File: config.mk
export PLATFORM = sky130hd
export DESIGN_NAME = oldest_or_highest_priority_scheduler
export DESIGN_NICKNAME = d
export VERILOG_FILES = /design/src/sv/ohps_pkg.sv /design/src/sv/ohps_ram.sv /design/src/sv/oldest_or_highest_priority_scheduler.sv
export SDC_FILE = /design/constraint.sdc
export NUM_CORES = 2
export LEC_CHECK = 0
export ABC_AREA = 1
export ABC_CLOCK_PERIOD_IN_PS = 18300
export BUFFER_PORTS_ARGS = -buffer_cell sky130_fd_sc_hd__buf_2
export CAP_MARGIN = 25
export CORE_ASPECT_RATIO = 1.1
export CORE_UTILIZATION = 55
export CTS_CLUSTER_DIAMETER = 60
export DETAILED_ROUTE_END_ITERATION = 10
export PLACE_DENSITY_LB_ADDON = 0.1
export SLEW_MARGIN = 10
export SYNTH_ARGS = -nofsm -noshare
export SYNTH_HDL_FRONTEND = slang
export SYNTH_SLANG_ARGS = --single-unit
File: constraint.sdc
create_clock -name clk -period 18.3 [get_ports clk]
set_clock_uncertainty 0.1 [all_clocks]
set_input_delay 3.66 -clock clk [delete_from_list [all_inputs] [get_ports clk]]
set_output_delay 3.66 -clock clk [all_outputs]
set_load 0.005 [all_outputs]
File: src/sv/ohps_pkg.sv
`default_nettype none

package ohps_pkg;

  localparam int ID_W       = 32;
  localparam int PRIO_REQ_W = 16;

  // command codes
  localparam logic [1:0] CMD_ARRIVE  = 2'd0;
  localparam logic [1:0] CMD_OLDEST  = 2'd1;
  localparam logic [1:0] CMD_HIGHEST = 2'd2;

  // result status codes
  localparam logic [1:0] ST_ACCEPTED = 2'd0;
  localparam logic [1:0] ST_SERVED   = 2'd1;
  localparam logic [1:0] ST_EMPTY    = 2'd2;
  localparam logic [1:0] ST_FULL     = 2'd3;

  typedef enum logic [4:0] {
    S_CLEAR = 5'b00001,
    S_IDLE  = 5'b00010,
    S_SCAN  = 5'b00100,
    S_FIN   = 5'b01000,
    S_DONE  = 5'b10000
  } state_t;

endpackage

`default_nettype wire

File: src/sv/ohps_ram.sv
`default_nettype none

module ohps_ram #(
  parameter int WIDTH = 17,
  parameter int DEPTH = 64
) (
  input  wire logic                     clk,
  input  wire logic                     we,
  input  wire logic [$clog2(DEPTH)-1:0] waddr,
  input  wire logic [WIDTH-1:0]         wdata,
  input  wire logic [$clog2(DEPTH)-1:0] raddr,
  output logic      [WIDTH-1:0]         rdata
);

  logic [WIDTH-1:0] mem [DEPTH];

  always_ff @(posedge clk) begin
    if (we) begin
      mem[waddr] <= wdata;
    end
    rdata <= mem[raddr];
  end

endmodule

`default_nettype wire

File: src/sv/oldest_or_highest_priority_scheduler.sv
// channel | handshake           | fields
// --------+---------------------+---------------------------------
// in      | in_valid / in_stall | cmd[1:0], priority_req[15:0]
// out     | out_valid/out_stall | status[1:0], entry_id[31:0]
//
// One word at a time. An arrival, a refusal or a serve with nothing waiting skips S_SCAN.
// A serve walks the waiting window through the slot RAM's single read port,
// one slot a cycle, over a window of DEPTH slots at most.
// After reset a clearing pass writes all DEPTH slots, in_stall held high.
// A result held by out_stall blocks the next word only once its own work is done.
`default_nettype none

module oldest_or_highest_priority_scheduler #(
  parameter int DEPTH         = 64,
  parameter int PRIORITY_BITS = 16
) (
  input  wire logic        clk,
  input  wire logic        rst,
  input  wire logic        in_valid,
  output logic             in_stall,
  input  wire logic [1:0]  cmd,
  input  wire logic [15:0] priority_req,
  output logic             out_valid,
  input  wire logic        out_stall,
  output logic [1:0]       status,
  output logic [31:0]      entry_id
);

  localparam int PW = (PRIORITY_BITS < ohps_pkg::PRIO_REQ_W) ? PRIORITY_BITS
                                                             : ohps_pkg::PRIO_REQ_W;
  localparam int SW = $clog2(DEPTH);
  localparam int CW = $clog2(DEPTH + 1);
  localparam int IW = ohps_pkg::ID_W;

  ohps_pkg::state_t state;

  logic [IW-1:0] oldest_id, next_id;
  logic [SW-1:0] oldest_slot, next_slot;
  logic [SW-1:0] clr_idx;

  // scan pipeline: read issue and check of returned word
  logic [IW-1:0] rd_id, chk_id;
  logic [SW-1:0] rd_slot, chk_slot;
  logic [CW-1:0] rd_left;
  logic          chk_valid;

  logic          op_oldest;
  logic          f1_v, f2_v;
  logic [IW-1:0] f1_id, f2_id, best_id;
  logic [SW-1:0] f1_slot, f2_slot, best_slot;
  logic [PW-1:0] best_prio;

  logic [1:0]    res_status;
  logic [IW-1:0] res_id;

  logic          we;
  logic [SW-1:0] waddr, raddr;
  logic [PW:0]   wdata, rdata;

  logic [IW-1:0] win;
  logic          full, accept, hit;
  logic [SW-1:0] rem_slot;
  logic [IW-1:0] new_oldest;
  logic [SW-1:0] new_oldest_slot;

  // slot of id+1, given slot of id; the id wrap restarts at slot zero
  function automatic logic [SW-1:0] slot_inc(input logic [IW-1:0] id,
                                             input logic [SW-1:0] s);
    if (id == {IW{1'b1}}) begin
      return '0;
    end else if (s == SW'(DEPTH - 1)) begin
      return '0;
    end else begin
      return s + SW'(1);
    end
  endfunction

  assign win      = next_id - oldest_id;
  assign full     = win >= IW'(DEPTH);
  assign in_stall = (state != ohps_pkg::S_IDLE);
  assign accept   = in_valid && !in_stall;

  // removal target and where the oldest pointer lands after it
  assign hit      = op_oldest || f1_v;
  assign rem_slot = op_oldest ? oldest_slot : best_slot;

  always_comb begin
    if (f1_v && (f1_slot != rem_slot)) begin
      new_oldest      = f1_id;
      new_oldest_slot = f1_slot;
    end else if (f2_v) begin
      new_oldest      = f2_id;
      new_oldest_slot = f2_slot;
    end else begin
      new_oldest      = next_id;
      new_oldest_slot = next_slot;
    end
  end

  always_comb begin
    we    = 1'b0;
    waddr = clr_idx;
    wdata = '0;
    raddr = rd_slot;
    case (state)
      ohps_pkg::S_CLEAR: begin
        we = 1'b1;
      end
      ohps_pkg::S_IDLE: begin
        if (accept && (cmd == ohps_pkg::CMD_ARRIVE) && !full) begin
          we    = 1'b1;
          waddr = next_slot;
          wdata = {1'b1, priority_req[PW-1:0]};
        end
      end
      ohps_pkg::S_FIN: begin
        if (hit) begin
          we    = 1'b1;
          waddr = rem_slot;
        end
      end
      default: begin
      end
    endcase
  end

  ohps_ram #(
    .WIDTH(PW + 1),
    .DEPTH(DEPTH)
  ) u_slots (
    .clk  (clk),
    .we   (we),
    .waddr(waddr),
    .wdata(wdata),
    .raddr(raddr),
    .rdata(rdata)
  );

  always_ff @(posedge clk) begin
    if (rst) begin
      state       <= ohps_pkg::S_CLEAR;
      clr_idx     <= '0;
      oldest_id   <= IW'(1);
      next_id     <= IW'(1);
      oldest_slot <= SW'(1);
      next_slot   <= SW'(1);
      chk_valid   <= 1'b0;
      rd_left     <= '0;
      f1_v        <= 1'b0;
      f2_v        <= 1'b0;
      out_valid   <= 1'b0;
    end else begin
      if (out_valid && !out_stall && (state != ohps_pkg::S_DONE)) begin
        out_valid <= 1'b0;
      end
      case (state)
        ohps_pkg::S_CLEAR: begin
          clr_idx <= clr_idx + SW'(1);
          if (clr_idx == SW'(DEPTH - 1)) begin
            state <= ohps_pkg::S_IDLE;
          end
        end
        ohps_pkg::S_IDLE: begin
          if (accept) begin
            op_oldest  <= (cmd == ohps_pkg::CMD_OLDEST);
            f1_v       <= 1'b0;
            f2_v       <= 1'b0;
            chk_valid  <= 1'b0;
            rd_id      <= oldest_id;
            rd_slot    <= oldest_slot;
            rd_left    <= win[CW-1:0];
            case (cmd)
              ohps_pkg::CMD_ARRIVE: begin
                state <= ohps_pkg::S_DONE;
                if (full) begin
                  res_status <= ohps_pkg::ST_FULL;
                  res_id     <= '0;
                end else begin
                  res_status <= ohps_pkg::ST_ACCEPTED;
                  res_id     <= next_id;
                  next_id    <= next_id + IW'(1);
                  next_slot  <= slot_inc(next_id, next_slot);
                end
              end
              ohps_pkg::CMD_OLDEST, ohps_pkg::CMD_HIGHEST: begin
                res_status <= ohps_pkg::ST_EMPTY;
                res_id     <= '0;
                if (win != '0) begin
                  state <= ohps_pkg::S_SCAN;
                end else begin
                  state <= ohps_pkg::S_DONE;
                end
              end
              default: begin
                res_status <= ohps_pkg::ST_EMPTY;
                res_id     <= '0;
                state      <= ohps_pkg::S_DONE;
              end
            endcase
          end
        end
        ohps_pkg::S_SCAN: begin
          if (rd_left != '0) begin
            chk_valid <= 1'b1;
            chk_id    <= rd_id;
            chk_slot  <= rd_slot;
            rd_id     <= rd_id + IW'(1);
            rd_slot   <= slot_inc(rd_id, rd_slot);
            rd_left   <= rd_left - CW'(1);
          end else begin
            chk_valid <= 1'b0;
          end
          if (chk_valid && rdata[PW]) begin
            // strict compare: earliest wins a tie
            if (!f1_v || (rdata[PW-1:0] > best_prio)) begin
              best_prio <= rdata[PW-1:0];
              best_id   <= chk_id;
              best_slot <= chk_slot;
            end
            if (!f1_v) begin
              f1_v    <= 1'b1;
              f1_id   <= chk_id;
              f1_slot <= chk_slot;
            end else if (!f2_v && (chk_slot != f1_slot)) begin
              f2_v    <= 1'b1;
              f2_id   <= chk_id;
              f2_slot <= chk_slot;
            end
          end
          if ((rd_left == '0) && !chk_valid) begin
            state <= ohps_pkg::S_FIN;
          end
        end
        ohps_pkg::S_FIN: begin
          if (hit) begin
            res_status  <= ohps_pkg::ST_SERVED;
            res_id      <= op_oldest ? oldest_id : best_id;
            oldest_id   <= new_oldest;
            oldest_slot <= new_oldest_slot;
          end
          state <= ohps_pkg::S_DONE;
        end
        ohps_pkg::S_DONE: begin
          if (!out_valid || !out_stall) begin
            out_valid <= 1'b1;
            status    <= res_status;
            entry_id  <= res_id;
            state     <= ohps_pkg::S_IDLE;
          end
        end
        default: begin
          state <= ohps_pkg::S_IDLE;
        end
      endcase
    end
  end

  a_window_bound: assert property (@(posedge clk) disable iff (rst)
    (next_id - oldest_id) <= IW'(DEPTH))
    else $error("waiting window longer than DEPTH");

  a_one_word: assert property (@(posedge clk) disable iff (rst)
    accept |=> in_stall)
    else $error("second word taken while one is in progress");

  a_arrival_id: assert property (@(posedge clk) disable iff (rst)
    (accept && (cmd == ohps_pkg::CMD_ARRIVE) && !full)
      |=> (next_id == $past(next_id) + IW'(1)) && (res_id == $past(next_id)))
    else $error("arrival did not take the next id");

  a_scan_drains: assert property (@(posedge clk) disable iff (rst)
    (state == ohps_pkg::S_FIN) |-> ((rd_left == '0) && !chk_valid))
    else $error("scan finished with reads outstanding");

endmodule

`default_nettype wire

==> flow_summary.yaml <==
cells_and_area:
  fin_nets: 5652
  post_route_insts_no_fill: 7205
  finalCoreUtilization_pct: 61.8
  layout-drive-gt1-share_pct: 8.76
  area_delta_synth_final_pct: 11.4
  fillerInstances: 9073
placed_design:
  port_buffers: 57
  dpl.cell_count: 6927
  detailedPlacementHpwl_um: 114000
  dp_slack_ns: 10.93
  gp_routability_congestion: 0.977
floorplanning:
  area_of_the_die_um2: 115000
  die_width_um: 323
  start_util_pct: 55.5
  design.core.area_um2: 113000
  ios: 58
  chipHeight_um: 356
  floorplan.rows: 129
routing:
  drt-wirelength-per-cell_um: 25.5
  post_drt_via_cell_ratio: 6.03
  detailedRoute.firstPassIterationCount: 6
  routed_wl_um: 184000
  detailedRoute.firstIterationViolations: 4936
  num_vias: 43400
  drc: 0
  drt.antenna.violating_nets: 0
logic_synthesis:
  synth_fa_ha_area_share_pct: 1.15
  synthesis.nets: 5636
  synth.avg_cell_area_um2: 11.3
  synth-compound-area-share_pct: 12.3
  post_synth_xor_area_fraction_pct: 0.798
  number_of_flip_flops_and_latches_in_the_synthesized_netlist: 1478
  dominant_combinational_cell_family_by_area_after_synthesis: "simple AND/OR/NAND/NOR gates"
  synthSimpleGateAreaFrac_pct: 12.5
  portion_of_netlist_area_occupied_by_mux_cells_pct: 0
  synth.lib_cells_used.distinct: 52
  syn_inst: 5557
  synth-warning-count: 0
  ys_seq_area_share_pct: 69.1
  synthesis.area_um2: 62500
power:
  power_frac_seq_pct: 48.4
  power_switching_share_pct: 25.9
  comb_power_share_pct: 11.9
  vdd.ir_drop.worst_v: 0.0000939
  power.density_cell_area_nw_per_um2: 112
  p_int_uw: 5780
  power.static_leakage_uw: 0.0264
  switchingPower_uw: 2020
  power.share.clock_pct: 39.7
clocking:
  cts-hold-fix-buffers: 0
  post_cts_clock_slew_at_the_launch_and_capture_registers_of_the_worst_setup_and_hold_paths_ns: 0.06
  h-tree-depth: 4
  postCtsSetupRepairBufs: 0
  cts_root_buffer: "clkbuf_16"
  clock_tree_from_tritoncts: "done"
  cts_inserted_buffers: 150
  post_cts.resized_instances: 0
  cts_num_sinks: 1478
  worst_skew_pair.late_latency_ns: 0.79
  clockBufferDepth: 3
flow_run:
  cap_viol_max_count: 0
sta:
  hold_ws_ns: 0.311
  setup_slack_ns: 11.66
  post-route-period-util_pct: 36.3
  slew_headroom_pct: 24.7
  finalSetupViolations: 0
  slew_at_the_pin_closest_to_its_max_slew_limit_ns: 1.12
  post-route-min-period_ns: 6.64
  timing.final.hold_violations: 0
  maxClockFrequency_mhz: 150
  setup_repair_after_global_routing_missed_its_margin: "no"
  final-max-slew-violation-count: 0
  fin_setup_tns_ns: 0
grt:
  grt-ovfl-total: 0
  globalRouteMet1Util_pct: 39.5
  grt_pass1_wl_um: 267000
  grt_antenna_before_repair: 2
  grt.met3_usage_pct: 4.31
  vias_in_the_first_global_route: 41300
  top_usage_layer: "met2"
  grt_util_met2_pct: 52.8
  grt_max_degree: 196
  grt.total_usage_pct: 32.0
setup_path:
  worst-setup-path-type: "in2reg"
  crit_path_max_fanout: 31
  endpoint_kind: "flip-flop"
  worstSetupStartpointType: "input pin"
  cp_data_arrival_time_ns: 7.02
  req_time_crit_path_ns: 18.68
worst_hold_path:
  holdCritPathClass: "reg2reg"
status:
  status: "complete, no violations"
-- per-stage QoR --
step / total power, µW / area [µm²]
2_1_floorplan: 4430 / 62500
3_3_place_gp: 4750 / 64600
3_5_place_dp: 4750 / 64700
4_1_cts: 7820 / 69600
5_1_grt: 8040 / 69600
6_report: 7800 / 69600
-- power by group through the flow --
stage	Sequential (µW)	Combinational, µW	Clock [µW]
2_1_floorplan	3830	597	0
3_3_place_gp	3840	903	0
3_5_place_dp	3840	908	0
4_1_cts	3770	912	3130
5_1_grt	3780	1010	3250
6_report	3770	927	3100
-- sequential cells by signal (all words and copies together), names as in the netlist, 7 cells and up --
signal / flops
rd_id: 32
entry_id: 32
res_id: 32
f2_id: 32
oldest_id: 32
chk_id: 32
rd_left: 7
u_slots.rdata: 17
best_prio: 16
next_id: 32
f1_id: 32
u_slots.mem: 1088
best_id: 32
-- critical path: stages --
cell and delay, ns:
buf_2 0.09, inv_1 0.06, ha_1 0.28, nand3_2 0.10, buf_4 0.30, nor2_4 0.55, nor3_2 0.21, nor2_2 0.21
nand3_2 0.50, nor2_1 0.72, buf_4 0.31
-- routing by layer --
metal	share of wire, %	routed length, µm
met1	38	69500
met4	7.1	13100
met5	0	0
met3	6.7	12400
met2	48	89100
-- synth_stat cells, drive strengths merged --
master / count / area (µm²)
clkbuf: 295 / 1110
ha: 56 / 701
o221ai: 2 / 17.5
edfxtp: 1363 / 40900
and3: 1 / 6.26
a21oi: 87 / 450
xnor2: 20 / 175
o211ai: 37 / 278
buf: 12 / 51.3
a22oi: 2 / 15.0
o41ai: 1 / 8.76
a211oi: 7 / 52.6
o21bai: 2 / 15.0
o32ai: 20 / 175
a31oi: 4 / 25.0
a221oi: 4 / 35.0
o31ai: 34 / 255
nand3: 127 / 691
nand4: 51 / 334
fa: 1 / 20.0
nor3: 60 / 317
nor2: 966 / 3690
nand2: 660 / 2520
dfxtp: 115 / 2300
o21ai: 838 / 4190
or2: 3 / 18.8
clkinv: 5 / 18.8
nor3b: 3 / 27.5
o22ai: 340 / 2130
nand3b: 7 / 52.6
nor4: 23 / 159
a31o: 2 / 17.5
a32o: 2 / 20.0
inv: 368 / 1380
a21o: 2 / 15.0
xor2: 37 / 324
-- layout by cell type (no fill, tap or decap), types with 15 or more instances in the layout --
cell type  count
a21oi_1       85
buf_2         58
buf_4        109
bufinv_16     15
clkbuf_1      35
clkbuf_16    155
clkinv_1      21
clkinv_2      25
dfxtp_1      114
edfxtp_1    1363
ha_1          56
inv_1        355
nand2_1      650
nand3_1      116
nand4_1       50
nor2_1       914
nor2_2        25
nor2_4        27
nor3_1        58
nor4_1        20
o211ai_1      37
o21ai_0      836
o22ai_1      340
o31ai_1       34
o32ai_1       20
xnor2_1       20
xor2_1        37
-- cell type report --
| type | instances | area (µm²) | area share, % |
|---|---|---|---|
| Antenna cell | 1 | 2.50 | 0.00359 |
| Multi-Input combinational cell | 3399 | 17000 | 24.4 |
| Inverter | 373 | 1420 | 2.04 |
| Clock buffer | 195 | 4080 | 5.86 |
| Sequential cell | 1478 | 43200 | 62.1 |
| Timing Repair Buffer | 171 | 1200 | 1.72 |
| Tap cell | 1506 | 1880 | 2.71 |
| Clock inverter | 82 | 870 | 1.25 |
-- logic make-up (layout without fill, tap and decap cells) --
| family | Yosys count | after routing |
|---|---|---|
| xor+xnor | 57 | 57 |
| compound gates | 1384 | 1384 |
| buf+inv | 680 | 821 |
| other cells | 0 | 1 |
| simple gates | 1901 | 1901 |
| fa+ha+maj | 57 | 57 |
| flops | 1478 | 1478 |
-- worst paths after layout --
check                     start                 end  slack [ns]  cells past startpoint
hold reg to reg      res_id[28]        entry_id[28]        0.31                      0
hold / removal       res_id[28]        entry_id[28]        0.31                      0
setup / recovery         cmd[1]  u_slots.mem[1][11]       11.66                     11
setup reg to reg  oldest_id[18]  u_slots.mem[1][11]       12.13                     22
Note: power is estimated with default switching activity, not from simulation.
